**src/rtl/bat_pkg.sv**
```systemverilog
// ----------------------------------------------------------------------------
// bat_pkg
// Shared types, field widths and result codes of the blame accumulator table.
// ----------------------------------------------------------------------------
package bat_pkg;

	localparam int TABLE_DEPTH_DEF = 128 * 1024;
	localparam int ADDR_W          = 32;
	localparam int ID_W            = 30;
	localparam int BLAME_W         = 32;
	localparam int STATUS_W        = 3;
	localparam int QUEUE_DEPTH     = 4;

	localparam logic CMD_ADD  = 1'b0;
	localparam logic CMD_READ = 1'b1;

	localparam logic [STATUS_W-1:0] ST_ADD_MATCH  = 3'd0;
	localparam logic [STATUS_W-1:0] ST_ADD_INSERT = 3'd1;
	localparam logic [STATUS_W-1:0] ST_ADD_DROP   = 3'd2;
	localparam logic [STATUS_W-1:0] ST_READ_HIT   = 3'd3;
	localparam logic [STATUS_W-1:0] ST_READ_MISS  = 3'd4;

	typedef struct packed {
		logic               cmd;
		logic [ID_W-1:0]    id;
		logic [BLAME_W-1:0] amount;
	} item_t;

	// Identifier zero marks an empty entry
	typedef struct packed {
		logic [ID_W-1:0]    id;
		logic [BLAME_W-1:0] blame;
	} entry_t;

endpackage

```
**src/rtl/bat_queue.sv**
```systemverilog
// ----------------------------------------------------------------------------
// bat_queue
// Small FIFO that decouples the index front end from the table update.
// ----------------------------------------------------------------------------
module bat_queue #(
	parameter int W = 8
) (
	input  logic         clk,
	input  logic         arst_n,
	input  logic         push,
	input  logic [W-1:0] push_data,
	input  logic         pop,
	output logic         full,
	output logic         not_empty,
	output logic [W-1:0] head
);

	localparam int PTR_W = $clog2(bat_pkg::QUEUE_DEPTH);
	localparam int CNT_W = PTR_W + 1;

	logic [W-1:0]     slot_q [bat_pkg::QUEUE_DEPTH];
	logic [PTR_W-1:0] wr_ptr_q, rd_ptr_q;
	logic [CNT_W-1:0] count_q;
	logic             do_push, do_pop;

	assign full      = count_q == CNT_W'(bat_pkg::QUEUE_DEPTH);
	assign not_empty = count_q != '0;
	assign do_push   = push && !full;
	assign do_pop    = pop && not_empty;
	assign head      = slot_q[rd_ptr_q];

	always_ff @(posedge clk or negedge arst_n) begin
		if (!arst_n) begin
			wr_ptr_q <= '0;
			rd_ptr_q <= '0;
			count_q  <= '0;
		end else begin
			if (do_push) wr_ptr_q <= wr_ptr_q + 1'b1;
			if (do_pop)  rd_ptr_q <= rd_ptr_q + 1'b1;
			if (do_push && !do_pop)      count_q <= count_q + 1'b1;
			else if (do_pop && !do_push) count_q <= count_q - 1'b1;
		end
	end

	always_ff @(posedge clk) begin
		if (do_push) slot_q[wr_ptr_q] <= push_data;
	end

endmodule

```
**config.mk**
```make
export PLATFORM = sky130hd
export DESIGN_NAME = bat_queue
export DESIGN_NICKNAME = d
export VERILOG_FILES = /design/src/rtl/bat_pkg.sv /design/src/rtl/bat_queue.sv
export SDC_FILE = /design/constraint.sdc
export NUM_CORES = 1
export LEC_CHECK = 0
export BUFFER_PORTS_ARGS = -buffer_cell sky130_fd_sc_hd__buf_2
export CAP_MARGIN = 20
export CELL_PAD_IN_SITES_DETAIL_PLACEMENT = 1
export CELL_PAD_IN_SITES_GLOBAL_PLACEMENT = 1
export CORE_MARGIN = 2
export CORE_UTILIZATION = 25
export DETAILED_ROUTE_END_ITERATION = 16
export PLACE_DENSITY = 0.45
export SETUP_SLACK_MARGIN = 0.5
export SYNTH_ARGS = -nofsm -noshare
export SYNTH_HDL_FRONTEND = slang
export SYNTH_SLANG_ARGS = --single-unit
```
**constraint.sdc**
```tcl
create_clock -name clk -period 4.61 [get_ports clk]
set_input_delay 0.461 -clock clk [delete_from_list [all_inputs] [get_ports clk]]
set_output_delay 0.461 -clock clk [all_outputs]
set_load 0.03 [all_outputs]
```
==> results.txt <==
----------------------------------------------------
[Status]
  Outcome ... complete, no violations

[Clocking]
  Clk sinks ... 39
  Number of gates given a new drive strength after cts ... 0
  Clock Pin Slew Worst Setup and Hold Paths ... 0.08 ns
  Root buffer selected by CTS ... sky130_fd_sc_hd__clkbuf_8
  Max Buffers Root-to-Sink ... 2
  Clock latency on the worst-skew pair ... roughly 0.28 ns
  Total number of H-tree levels ... 2
  Number of CTS-inserted buffers ... 5
  Clock tree from TritonCTS ... done
  Post-CTS repair timing setup buffer count ... 0

[STA]
  Headroom to the max-slew limit ... 0.591
  Maximum frequency from static timing analysis ... ~0.44 GHz
  Final min period ... 2.27 ns
  Post-Route Setup TNS ... 0 ns
  Slew Viols, Final ... 0
  Period Utilization, post-route ... 0.493
  Pin slew with the least headroom to its limit ... around 0.61 ns
  Setup clock skew after layout ... about 0.0076 ns
  Unrepaired setup endpoints after global routing ... false
  Final worst hold slack ... 0.396 ns
  Setup violations, final ... 0
  Hold Violations, Final ... 0

[Floorplan]
  Height of the die ... 83.8 um
  Die footprint ... approximately 7000 sq um
  Die W ... 83.8 um
  Standard cell core area ... 6240 sq um
  Standard-cell rows ... 29
  I/O pin count ... 22
  Starting density of the core ... 0.255

[Flow run]
  Number of maximum-capacitance constraint violations ... 0

[Drt]
  Overall routed net length ... 2.83 mm
  Detailed-router iteration count before antenna repair ... 4
  Via-to-Cell Ratio ... 4.20
  Detail-routed net length per standard cell ... about 16 um
  Via count ... 760
  Violation count after the first detailed-routing iteration ... 35
  Count of nets left with antenna violations after detail routing ... 0
  Number of remaining DRC errors ... 0

[Synth]
  Mapped Area ... ~1600 sq um
  Netlist cell types ... 20
  Number of synthesized register bits ... 39
  Library cell with the largest summed area after synthesis ... sky130_fd_sc_hd__edfxtp_1
  Post-Synthesis Cells ... between 70 and 80
  Share of Yosys cell area claimed by the top area cell type ... 0.604
  Post-synthesis net count ... 95
  Count of synthesis-stage warnings from yosys ... 0
  Top flip-flop cell by instance count after synthesis ... sky130_fd_sc_hd__edfxtp_1
  Mean instance size in the synthesized netlist ... 20.7 sq um
  Async SR Flop Fraction ... 0.179
  Sequential cell area fraction in the yosys report ... 0.714
  Number of synthesized flops with an enable pin ... 32
  Dominant cells by area after synthesis ... sky130_fd_sc_hd__edfxtp_1 60%, sky130_fd_sc_hd__mux4_2 11%, sky130_fd_sc_hd__dfrtp_1 11%

[Final layout]
  Area Overhead vs Synth ... 17.2%
  Fill cells ... 661
  Net count reported at finish ... 121
  Most used cells in the layout excluding fill and tap cells ... 32 x sky130_fd_sc_hd__edfxtp_1, 21 x sky130_fd_sc_hd__buf_2, 8 x sky130_fd_sc_hd__mux4_2
  Most common cell after layout, fill and taps aside ... sky130_fd_sc_hd__edfxtp_1
  Final std cells w/o fill ... between 150 and 200
  Antenna Cells ... 0
  Area used by sequential logic in the layout ... roughly 1100 sq um
  Ratio of cells with drive above 1 in the final layout ... 0.423
  Multi-input logic area ... 423 sq um

[Min path]
  Cell depth of the worst min-delay path ... 1
  Start point of the worst hold path ... push_data[6]
  Hold Crit Class ... in -> reg

[Place]
  Global placer's final weighted congestion ... 0.693
  Number of input and output port buffers inserted ... 21
  DPL Wire Length ... 1.95 mm
  Number of cells after detailed placement ... about 170

[GRT]
  Number of global-route vias before repair ... 886
  First-pass GRT wire length ... 4.60 mm
  Pin count of the biggest net entering global routing ... 13
  Number of antenna violations at the first check in global routing ... 0
  Total congestion overflow ... 0
  Global-route usage over all layers ... 0.0895

[Worst setup path]
  Category of the critical setup timing path ... reg -> out
  Worst-path fanout max ... 10
  Minimum setup slack among reg-to-reg paths ... 2.47 ns
  Launch instance of the worst register-to-register path ... count_q[1]$_DFFE_PN0P_
  Startpoint Class ... flop
  Depth of the worst register-to-register path ... 8
  Data required, critical path ... 4.15 ns
  Worst setup EP type ... output pin
  Data arrival time of the critical path ... approximately 1.8 ns
  Critical Path Source ... rd_ptr_q[0]$_DFFE_PN0P_

[Power]
  Ratio of total power to cell area ... 652 nW/um^2
  Static leakage ... 0.679 nW
  Peak supply drop ... 266 uV

----------------------------------------------------
[registers in the layout (all words and copies together) (netlist names)]
| name | cells |
|---|---|
| rd_ptr_q | 2 |
| wr_ptr_q | 2 |
| count_q | 3 |
| slot_q | 32 |
[kinds of logic after synthesis]
| logic type | after synthesis | synth area share |
|---|---|---|
| mux | 10 | 0.130 |
| simple gates | 10 | 0.0511 |
| xor+xnor | 6 | 0.0330 |
| buf+inv | 6 | 0.0197 |
| fa+ha+maj | 6 | 0.0519 |
| flops | 39 | 0.714 |
[layer usage]
metal | vias to the layer above | global-route usage | part of all wire
li1 | 340 | - | -
met1 | 394 | 0.100 | 0.42
met2 | 19 | 0.153 | 0.51
met3 | 7 | 0.0297 | 0.050
met4 | 0 | 0.0440 | 0.019
met5 | - | 0 | 0
[path summary, 6_finish.rpt]
path                                           end
setup / recovery                           head[6]
hold / removal              slot_q[0][6]$_DFFE_PP_
setup reg to reg            count_q[2]$_DFFE_PN0P_
hold reg to reg             count_q[2]$_DFFE_PN0P_
max in group asynchronous   count_q[1]$_DFFE_PN0P_
min in group asynchronous  wr_ptr_q[1]$_DFFE_PN0P_
[timing repair]
action / 4_1_cts / 5_1_grt
setup endpoints to repair: 0 / 0
hold endpoints to repair: 7 / 0
hold buffers: 1 / 0
[power by group]
group          switching [mW]  total (mW)  internal [mW]
logic                   0.241       0.436          0.195
registers              0.0848       0.562          0.477
clock network           0.113       0.217          0.104
[stage by stage]
| stage | total power [mW] | setup slack (ns) | cell area (sq um) | utilization |
|---|---|---|---|---|
| after CTS | 1.25 | 2.26 | 1860 | 0.299 |
| after global routing | 1.30 | 2.22 | 1860 | 0.299 |
| after detailed placement | 1.02 | 2.46 | 1770 | 0.284 |
| after global placement | 1.01 | 2.52 | 1770 | 0.284 |
| final | 1.22 | 2.34 | 1860 | 0.299 |
| after floorplan | 0.898 | 2.53 | 1590 | - |
[worst max-delay path, cell delays in order, from the launching register on]
cell and delay [ns]:
sky130_fd_sc_hd__dfrtp_1 0.74, sky130_fd_sc_hd__mux4_2 0.59, sky130_fd_sc_hd__buf_2 0.19
[synth_stat cells (all sizes together), types with 2 or more instances]
cell / count
and2: 4
buf: 2
dfrtp: 7
edfxtp: 32
ha: 5
inv: 3
mux2: 2
mux4: 8
xnor2: 4
xor2: 2
[final cells by class]
| type | instances | share of cell area |
|---|---|---|
| clock buffers | 6 | 0.0390 |
| well taps | 77 | 0.0517 |
| clock inverters | 2 | 0.00470 |
| multi-input cells | 32 | 0.227 |
| flip-flops and latches | 39 | 0.610 |
| repair buffers | 22 | 0.0618 |
| inverters | 3 | 0.00604 |
Note: power is estimated with default switching activity, not from simulation.
