**config.mk**
```make
export PLATFORM = sky130hd
export DESIGN_NAME = bat_front
export DESIGN_NICKNAME = d
export VERILOG_FILES = /design/src/rtl/bat_pkg.sv /design/src/rtl/bat_front.sv
export SDC_FILE = /design/constraint.sdc
export NUM_CORES = 1
export LEC_CHECK = 0
export BUFFER_PORTS_ARGS = -buffer_cell sky130_fd_sc_hd__clkbuf_2
export CAP_MARGIN = 20
export CORE_ASPECT_RATIO = 1.1
export CORE_MARGIN = 5
export CORE_UTILIZATION = 45
export CTS_CLUSTER_SIZE = 25
export DETAILED_ROUTE_END_ITERATION = 8
export PLACE_DENSITY = 0.71
export SYNTH_ARGS = -nofsm -noshare
export SYNTH_HDL_FRONTEND = slang
export SYNTH_SLANG_ARGS = --single-unit
```
**constraint.sdc**
```tcl
create_clock -name clk -period 10.3 [get_ports clk]
set_input_delay 2.06 -clock clk [delete_from_list [all_inputs] [get_ports clk]]
set_output_delay 2.06 -clock clk [all_outputs]
set_load 0.005 [all_outputs]
```
**src/rtl/bat_pkg.sv**
```systemverilog
// ----------------------------------------------------------------------------
// bat_pkg
// Shared types, field widths and result codes of the blame accumulator table.
// ----------------------------------------------------------------------------
package bat_pkg;

	localparam int TABLE_DEPTH_DEF = 128 * 1024;
	localparam int ADDR_W          = 32;
	localparam int ID_W            = 30;
	localparam int BLAME_W         = 32;
	localparam int STATUS_W        = 3;
	localparam int QUEUE_DEPTH     = 4;

	localparam logic CMD_ADD  = 1'b0;
	localparam logic CMD_READ = 1'b1;

	localparam logic [STATUS_W-1:0] ST_ADD_MATCH  = 3'd0;
	localparam logic [STATUS_W-1:0] ST_ADD_INSERT = 3'd1;
	localparam logic [STATUS_W-1:0] ST_ADD_DROP   = 3'd2;
	localparam logic [STATUS_W-1:0] ST_READ_HIT   = 3'd3;
	localparam logic [STATUS_W-1:0] ST_READ_MISS  = 3'd4;

	typedef struct packed {
		logic               cmd;
		logic [ID_W-1:0]    id;
		logic [BLAME_W-1:0] amount;
	} item_t;

	// Identifier zero marks an empty entry
	typedef struct packed {
		logic [ID_W-1:0]    id;
		logic [BLAME_W-1:0] blame;
	} entry_t;

endpackage

```
**src/rtl/bat_front.sv**
```systemverilog
// ----------------------------------------------------------------------------
// bat_front
// Accepts command beats, extracts the object identifier and reduces it to a
// table index (identifier modulo depth) in a three-stage reciprocal pipeline.
// ----------------------------------------------------------------------------
module bat_front #(
	parameter int TABLE_DEPTH = bat_pkg::TABLE_DEPTH_DEF
) (
	input  logic                                clk,
	input  logic                                arst_n,
	input  logic                                in_valid,
	output logic                                in_stall,
	input  logic                                command,
	input  logic [bat_pkg::ADDR_W-1:0]          object_address,
	input  logic [bat_pkg::BLAME_W-1:0]         metric_amount,
	input  logic                                block,
	input  logic                                q_full,
	output logic                                push,
	output bat_pkg::item_t                      push_item,
	output logic [$clog2(TABLE_DEPTH)-1:0]      push_idx
);

	localparam int IDX_W  = $clog2(TABLE_DEPTH);
	localparam int ID_W   = bat_pkg::ID_W;
	localparam int SHIFT  = ID_W + IDX_W;
	localparam int RECIP_W = ID_W + 1;
	localparam int PROD_W = ID_W + RECIP_W;
	localparam int D_W    = IDX_W + 1;
	localparam int QD_W   = ID_W + D_W;
	// ceil(2^SHIFT / depth): exact quotient for every identifier
	localparam logic [RECIP_W-1:0] RECIP =
		RECIP_W'(((64'd1 << SHIFT) + 64'(TABLE_DEPTH) - 64'd1) / 64'(TABLE_DEPTH));

	logic                 advance;
	logic                 accept;
	logic                 valid_s1, valid_s2, valid_s3;
	bat_pkg::item_t       item_s1, item_s2, item_s3;
	logic [PROD_W-1:0]    prod_s2;
	logic [IDX_W-1:0]     idx_s3;
	logic [PROD_W-1:0]    quo_full;
	logic [ID_W-1:0]      quo;
	logic [QD_W-1:0]      quo_d;
	logic [ID_W-1:0]      rem;

	// The whole pipeline holds when the last stage cannot enter the queue
	assign advance  = !(valid_s3 && q_full);
	assign in_stall = block || !advance;
	assign accept   = in_valid && !in_stall;

	assign quo_full = prod_s2 >> SHIFT;
	assign quo      = quo_full[ID_W-1:0];
	assign quo_d    = QD_W'(quo) * QD_W'(TABLE_DEPTH);
	assign rem      = item_s2.id - quo_d[ID_W-1:0];

	always_ff @(posedge clk or negedge arst_n) begin
		if (!arst_n) begin
			valid_s1 <= 1'b0;
			valid_s2 <= 1'b0;
			valid_s3 <= 1'b0;
		end else if (advance) begin
			valid_s1 <= accept;
			valid_s2 <= valid_s1;
			valid_s3 <= valid_s2;
		end
	end

	always_ff @(posedge clk) begin
		if (advance) begin
			item_s1.cmd    <= command;
			item_s1.id     <= object_address[bat_pkg::ADDR_W-1:2];
			item_s1.amount <= metric_amount;
			item_s2        <= item_s1;
			prod_s2        <= PROD_W'(item_s1.id) * PROD_W'(RECIP);
			item_s3        <= item_s2;
			idx_s3         <= rem[IDX_W-1:0];
		end
	end

	assign push      = valid_s3 && !q_full;
	assign push_item = item_s3;
	assign push_idx  = idx_s3;

endmodule

```
==> results of run 1 <==
cells by family after synthesis:
logic type	count (synthesis)	share of synthesized area, %
simple gates	5	0.6314
buf+inv	17	2.146
mux	2	0.5051
flops	192	96.72
worst min path at each step:
stage                           from                      to  slack, ns  depth (start not counted)
6_report       item_s1[11]$_DFFE_PN_   item_s2[11]$_DFFE_PN_       0.42                          0
5_1_grt         item_s2[9]$_DFFE_PN_  push_item[9]$_DFFE_PN_       0.42                          0
4_1_cts        item_s1[46]$_DFFE_PN_   item_s2[46]$_DFFE_PN_       0.42                          0
3_5_place_dp   item_s1[11]$_DFFE_PN_   item_s2[11]$_DFFE_PN_       0.40                          0
3_3_place_gp   item_s1[37]$_DFFE_PN_   item_s2[37]$_DFFE_PN_       0.40                          0
2_1_floorplan   item_s1[0]$_DFFE_PN_    item_s2[0]$_DFFE_PN_       0.40                          0
layer usage:
layer | up-vias | share of wire [%] | GRT usage [%] | wire (um)
met5 | - | 0 | 0 | 0
met4 | 0 | 2.1 | 5.458 | 163
met3 | 13 | 12 | 6.845 | 979
met2 | 111 | 45 | 14.00 | 3558
met1 | 1131 | 40 | 12.49 | 3186
li1 | 1149 | - | - | -
synth_stat cells:
library cell / instances / area, sq um
or2b_1: 2 / 15.01
dfrtp_1: 3 / 75.07
nand2_2: 1 / 6.260
and2b_2: 1 / 8.760
mux2_4: 2 / 30.03
edfxtp_1: 189 / 5675
buf_4: 17 / 127.6
and2b_1: 1 / 7.510
power breakdown:
part / total, mW / internal [mW] / leakage, nW / switching [mW]
Clock: 0.638 / 0.380 / 0.269 / 0.258
Sequential: 1.07 / 1.03 / 1.98 / 0.0354
Combinational: 0.138 / 0.0565 / 0.667 / 0.0813
Total: 1.84 / 1.47 / 2.92 / 0.374
area by class of cell:
class / count / share of cell area, %
Clock inverter: 10 / 1.869
Multi-Input combinational cell: 7 / 1.104
Clock buffer: 21 / 5.980
Sequential cell: 192 / 78.08
Tap cell: 161 / 2.735
Timing Repair Buffer: 150 / 10.23
stage by stage:
stage               power, mW  setup slack (ns)
floorplan               1.150             3.557
global placement        1.220             5.132
detailed placement      1.228             5.069
CTS                     1.868             5.072
global route            1.925             5.005
finish                  1.843             5.110
state kept, by name (all words and copies together), names as in the netlist:
| name | cells |
|---|---|
| item_s2 | 63 |
| valid_s2 | 1 |
| item_s1 | 63 |
| valid_s1 | 1 |
| push_item | 63 |
| valid_s3 | 1 |
==> metrics, run 1 <==
Setup Crit Path Kind input port to output pin; IO Pins 152; Ant. Diodes 0; CP delay by family, top simple AND/OR/NAND/NOR gates; Pre-Repair DR Iteration Count 4; share of post-route cells with drive strength above 1 47.11%; wirelength, routed 7887 um; fin util 56.21%; slowest stage cell on the critical path nand2_8; Top cell by count, worst path clkbuf_2; post-synth cell types 8; PwrDens 250.2 nW/um^2; Min Hold Slack 0.4154 ns; post_cts resized 0; R2R Setup Slk 7.92 ns; GRT Total Usage 10.30%; clk_lat worst skew 0.41 ns; routed vias 2404; CP startpoint q_full; pin count of the biggest net entering global routing 105; dpl cells 510; row cnt 44; Via density 4.444; reg2reg path depth 2; Sink Count 192; MaxCap Viol Count 0; DRC 0; # fillers 1021; leakage 2.915 nW; Final nets 438; Worst EP required 8.24 ns; Max Root-Sink Buffers 2; clock root buffer clkbuf_16; Iter 0 DRT Violations 183; Post-Synthesis Mean Instance Area 27.53 sq um; Worst Path Arrival 3.13 ns; routability congestion estimate 0.6860; CP max stage delay 0.54 ns; register area 5751 sq um; RSZ-0062 raised after global routing no; Worst Setup EP in_stall; Slew Viols, Final 0; Setup crit start kind input port; Critical Path, Cell by Cell clkbuf_2 > nand2_8 > or2b_1 > clkbuf_2; Hold Crit Class register to register; status complete, no violations; commonest non-fill, non-tap cells in the layout 189 x edfxtp_1, 149 x clkbuf_2, 17 x clkbuf_16, 4 x clkbuf_1; Rel. slew slack 28.54%; Port Buf Inserts 149; core outline area 13100 sq um; Post-Layout Inst Area 7365 sq um; VDD IR-drop max 0.0001678 V; Post-DP Area 6787 sq um; sequential element share of the synthesized area 96.72%; Fmax 192.7 MHz; crit path max fanout 104; syn_nets 286; DRT antenna net count 0; H-tree Lvls 4; Reg2Reg Launch Point valid_s3$_DFFE_PN0N_; Die Wd 119.6 um; Synth-to-Final Area Change 23.86%; fin crit period 5.190 ns; die area 15610 sq um; multi-input logic area 81.33 sq um; CTS Buf Count 17; non-filler cells, final 541; Reg-to-Reg End push_item[38]$_DFFE_PN_; mapped cell area 5946 sq um; synth warn 0; first-pass GRT wire length 11790 um; commonest non-fill, non-tap cell in the layout edfxtp_1; synthesized instance count 216; CTS tree yes; Post-CTS Setup Bufs 0; Seq cells post-synth 192; Final Setup Violations 0; critical path depth 4; wire length per cell 14.58 um; Fin Setup TNS 0 ns; hold-fix buffers at CTS 0; Worst-Margin Slew 1.072 ns; Final Hold Vio Count 0; WP buf/inv 2; crit end category output pin; die span in y 130.6 um; antenna violations before repair 0; Reg clk slew, reported paths 0.06 ns; period utilization 50.39%; vias in the first global route 2340; Max Clock Skew 0.007293 ns; Initial Util 45.38%; grt ovf 0
No activity file was read; power rests on OpenSTA's default activity.
==> run 2: changes to the inputs <==
- clock period: 10.3 -> 4.8 ns (I/O delays scaled with it)
==> metrics, run 2 (same netlist as run 1, synthesis figures left out) <==
status complete, no violations; clock root buffer clkbuf_16; pin count of the biggest net entering global routing 105; Ant. Diodes 0; hold-fix buffers at CTS 0; Slew Viols, Final 0; vias in the first global route 2301; Max Clock Skew 0.01098 ns; DRT antenna net count 0; non-filler cells, final 541; crit path max fanout 104; period utilization 62.25%; Final Setup Violations 0; CTS tree yes; GRT Total Usage 10.41%; CTS Buf Count 17; core outline area 13100 sq um; crit end category output pin; VDD IR-drop max 0.0002982 V; Min Hold Slack 0.3251 ns; clk_lat worst skew 0.41 ns; met3 GRT Util 6.027%; RSZ-0062 raised after global routing no; Worst-Margin Slew 0.7290 ns; wire length per cell 14.88 um; Port Buf Inserts 149; commonest non-fill, non-tap cells in the layout 189 x edfxtp_1, 149 x clkbuf_2, 17 x clkbuf_16, 4 x clkbuf_1; PwrDens 528.2 nW/um^2; Sink Count 192; H-tree Lvls 4; Fin Setup TNS 0 ns; Via density 4.444; hpwl dp 5178 um; reg2reg path depth 3; Fmax 334.7 MHz; fin crit period 2.988 ns; Worst EP required 3.84 ns; routability congestion estimate 0.6859; commonest non-fill, non-tap cell in the layout edfxtp_1; dpl cells 510; DRC 0; Die Wd 119.6 um; IO Pins 152; Rel. slew slack 51.40%; Pre-Repair DR Iteration Count 4; Max Root-Sink Buffers 2; Initial Util 45.38%; grt ovf 0; Final nets 439; Worst Path Arrival 2.03 ns; wirelength, routed 8049 um; die span in y 130.6 um; Post-CTS Setup Bufs 0; met2 Use GR 14.83%; row cnt 44; Synth-to-Final Area Change 23.59%; Hold Crit Class input port to asynchronous set/reset pin; Final Hold Vio Count 0; grt met1 use 12.30%; share of post-route cells with drive strength above 1 46.84%; routed vias 2404; MaxCap Viol Count 0; grt peak-use layer met2; first-pass GRT wire length 11950 um; fin util 56.08%; Setup crit start kind input port; Reg clk slew, reported paths 0.06 ns; leakage 2.919 nW; Iter 0 DRT Violations 207; antenna violations before repair 1; Setup Crit Path Kind input port to output pin; post_cts resized 0; die area 15610 sq um
[run 2: per-stage QoR]
stage | instance area (sq um) | setup WS [ns] | total power, mW
4_1_cts | 7321 | 1.774 | 3.932
2_1_floorplan | 5946 | 0.2574 | 2.468
3_5_place_dp | 6787 | 1.721 | 2.641
3_3_place_gp | 6787 | 1.813 | 2.618
5_1_grt | 7348 | 1.700 | 4.060
6_report | 7348 | 1.812 | 3.881
[run 2: routing by layer]
metal | up-vias | part of all wire, %
met4 | 2 | 2.2
met5 | - | 0.087
met3 | 14 | 11
met1 | 1135 | 41
li1 | 1143 | -
met2 | 110 | 46
[run 2: critical path: stages]
cell and delay (ns):
clkbuf_2 0.13, nand2_8 0.53, or2b_1 0.28, clkbuf_2 0.11
[run 2: power breakdown]
part           switching (mW)  internal (mW)
sequential             0.0803           2.21
combinational           0.174          0.128
clock                   0.533          0.753
[run 2: layout make-up]
| type | instances | area, sq um |
|---|---|---|
| repair buffers | 151 | 780.7 |
| fillers | 999 | 5754 |
| clock buffers | 21 | 440.4 |
| multi-input cells | 7 | 81.33 |
| flip-flops and latches | 192 | 5751 |
| clock inverters | 9 | 93.84 |
| well taps | 161 | 201.4 |
[run 2: path summary, 6_finish.rpt]
kind	from	endpoint	slack, ns
max	q_full	in_stall	1.81
min	arst_n	valid_s3$_DFFE_PN0N_	0.33
max reg2reg	valid_s3$_DFFE_PN0N_	push_item[7]$_DFFE_PN_	2.72
min reg2reg	item_s1[24]$_DFFE_PN_	item_s2[24]$_DFFE_PN_	0.42
max in group asynchronous	arst_n	valid_s2$_DFFE_PN0N_	4.36
min in group clk	item_s1[24]$_DFFE_PN_	item_s2[24]$_DFFE_PN_	0.42
==> run 3: changes to the inputs <==
- clock period: 4.8 -> 2.8 ns (I/O delays scaled with it)
==> metrics, run 3 (same netlist as run 1, synthesis figures left out) <==
Fmax 488.3 MHz; die area 15610 sq um; die span in y 130.6 um; wirelength, routed 8218 um; crit end category output pin; commonest non-fill, non-tap cells in the layout 189 x edfxtp_1, 149 x clkbuf_2, 17 x clkbuf_16, 5 x clkinv_4; status complete, no violations; routability congestion estimate 0.7169; Tot Pwr 6.813 mW; CP max stage delay 0.45 ns; Rel. slew slack 54.66%; dpl cells 511; IO Pins 152; Worst-Margin Slew 0.6801 ns; CTS tree yes; met3 GRT Util 6.931%; # fillers 993; DRT antenna net count 0; Post-CTS Setup Bufs 0; Setup Crit Path Kind register to output pin; clk_lat worst skew 0.42 ns; Via density 4.450; slowest stage cell on the critical path dfrtp_1; Initial Util 45.38%; Worst EP required 2.24 ns; commonest non-fill, non-tap cell in the layout edfxtp_1; Fin Setup TNS 0 ns; clock root buffer clkbuf_16; Die Wd 119.6 um; Reg clk slew, reported paths 0.06 ns; share of post-route cells with drive strength above 1 47.78%; Synth-to-Final Area Change 24.66%; Ant. Diodes 0; Max Clock Skew 0.008208 ns; RSZ-0062 raised after global routing no; PwrDens 919.2 nW/um^2; H-tree Lvls 4; pin count of the biggest net entering global routing 121; grt met1 use 12.28%; period utilization 73.14%; Worst Path Arrival 1.49 ns; core outline area 13100 sq um; Post-DP Area 6807 sq um; vias in the first global route 2412; Hold Crit Class input port to register; non-filler cells, final 544; Iter 0 DRT Violations 147; VDD IR-drop max 0.0006058 V; grt peak-use layer met2; Sink Count 192; leakage 2.947 nW; hpwl dp 5489 um; row cnt 44; Final Hold Vio Count 0; fin crit period 2.048 ns; crit path max fanout 37; Critical Path, Cell by Cell nand2_8 > or2b_1 > clkbuf_2; wire length per cell 15.11 um; Final Setup Violations 0; Setup crit start kind register; routed vias 2421; DRC 0; GRT Total Usage 11.04%; met2 Use GR 16.95%; Max Root-Sink Buffers 2; antenna violations before repair 1; first-pass GRT wire length 12570 um; Pre-Repair DR Iteration Count 4; Post-Layout Inst Area 7412 sq um; MaxCap Viol Count 0; grt ovf 0; CTS Buf Count 17; Port Buf Inserts 149; Final nets 440; post_cts resized 0; Slew Viols, Final 0
[run 3: timing repair]
item                                   CTS  global route
endpoints found under the hold margin    3             0
hold buffers                             1             0
setup endpoints to repair                0             0
[run 3: worst max-delay path, delay by kind of cell (launching register included)]
family	cells	cell delay, ns
buffers and inverters	1	0.11
and+or+nand+nor	2	0.51
DFF	1	0.45
[run 3: metrics by stage]
stage	setup slack, ns	hold WS, ns	utilization, %
2_1_floorplan	0.06609	0.2644	-
3_3_place_gp	0.9417	0.3565	51.95
3_5_place_dp	0.9057	0.3613	51.95
4_1_cts	0.7139	0.2884	56.57
5_1_grt	0.6391	0.2841	56.57
6_report	0.7522	0.3129	56.57
[run 3: worst paths after layout]
kind / to / slack (ns) / cells past startpoint / startpoint
worst max register to register: item_s1[14]$_DFFE_PN_ / 1.10 / 2 / valid_s3$_DFFE_PN0N_
worst max-delay path: in_stall / 0.75 / 3 / valid_s3$_DFFE_PN0N_
min in group asynchronous: valid_s3$_DFFE_PN0N_ / 0.46 / 2 / arst_n
worst min register to register: item_s2[56]$_DFFE_PN_ / 0.42 / 0 / item_s1[56]$_DFFE_PN_
max in group asynchronous: valid_s2$_DFFE_PN0N_ / 2.22 / 2 / arst_n
worst min-delay path: item_s1[4]$_DFFE_PN_ / 0.31 / 1 / metric_amount[4]
[run 3: area by class of cell]
class,count,area [sq um],area share [%]
multi-input cells,7,81.33,1.097
well taps,161,201.4,2.718
repair buffers,152,783.3,10.57
clock inverters,13,162.7,2.194
clock buffers,19,432.9,5.841
flip-flops and latches,192,5751,77.58
[run 3: per-layer routing]
metal / part of all wire [%] / wire length [um] / up-vias
met5: 0.13 / 11 / -
met4: 1.8 / 152 / 2
met3: 10 / 860 / 16
met2: 50 / 4126 / 96
met1: 37 / 3066 / 1150
li1: - / - / 1157
[run 3: power by group]
part | switching (mW) | internal (mW) | total (mW) | leakage [nW]
Clock | 0.961 | 1.41 | 2.37 | 0.287
Sequential | 0.137 | 3.79 | 3.93 | 1.98
Combinational | 0.301 | 0.217 | 0.518 | 0.682
Total | 1.40 | 5.41 | 6.81 | 2.95
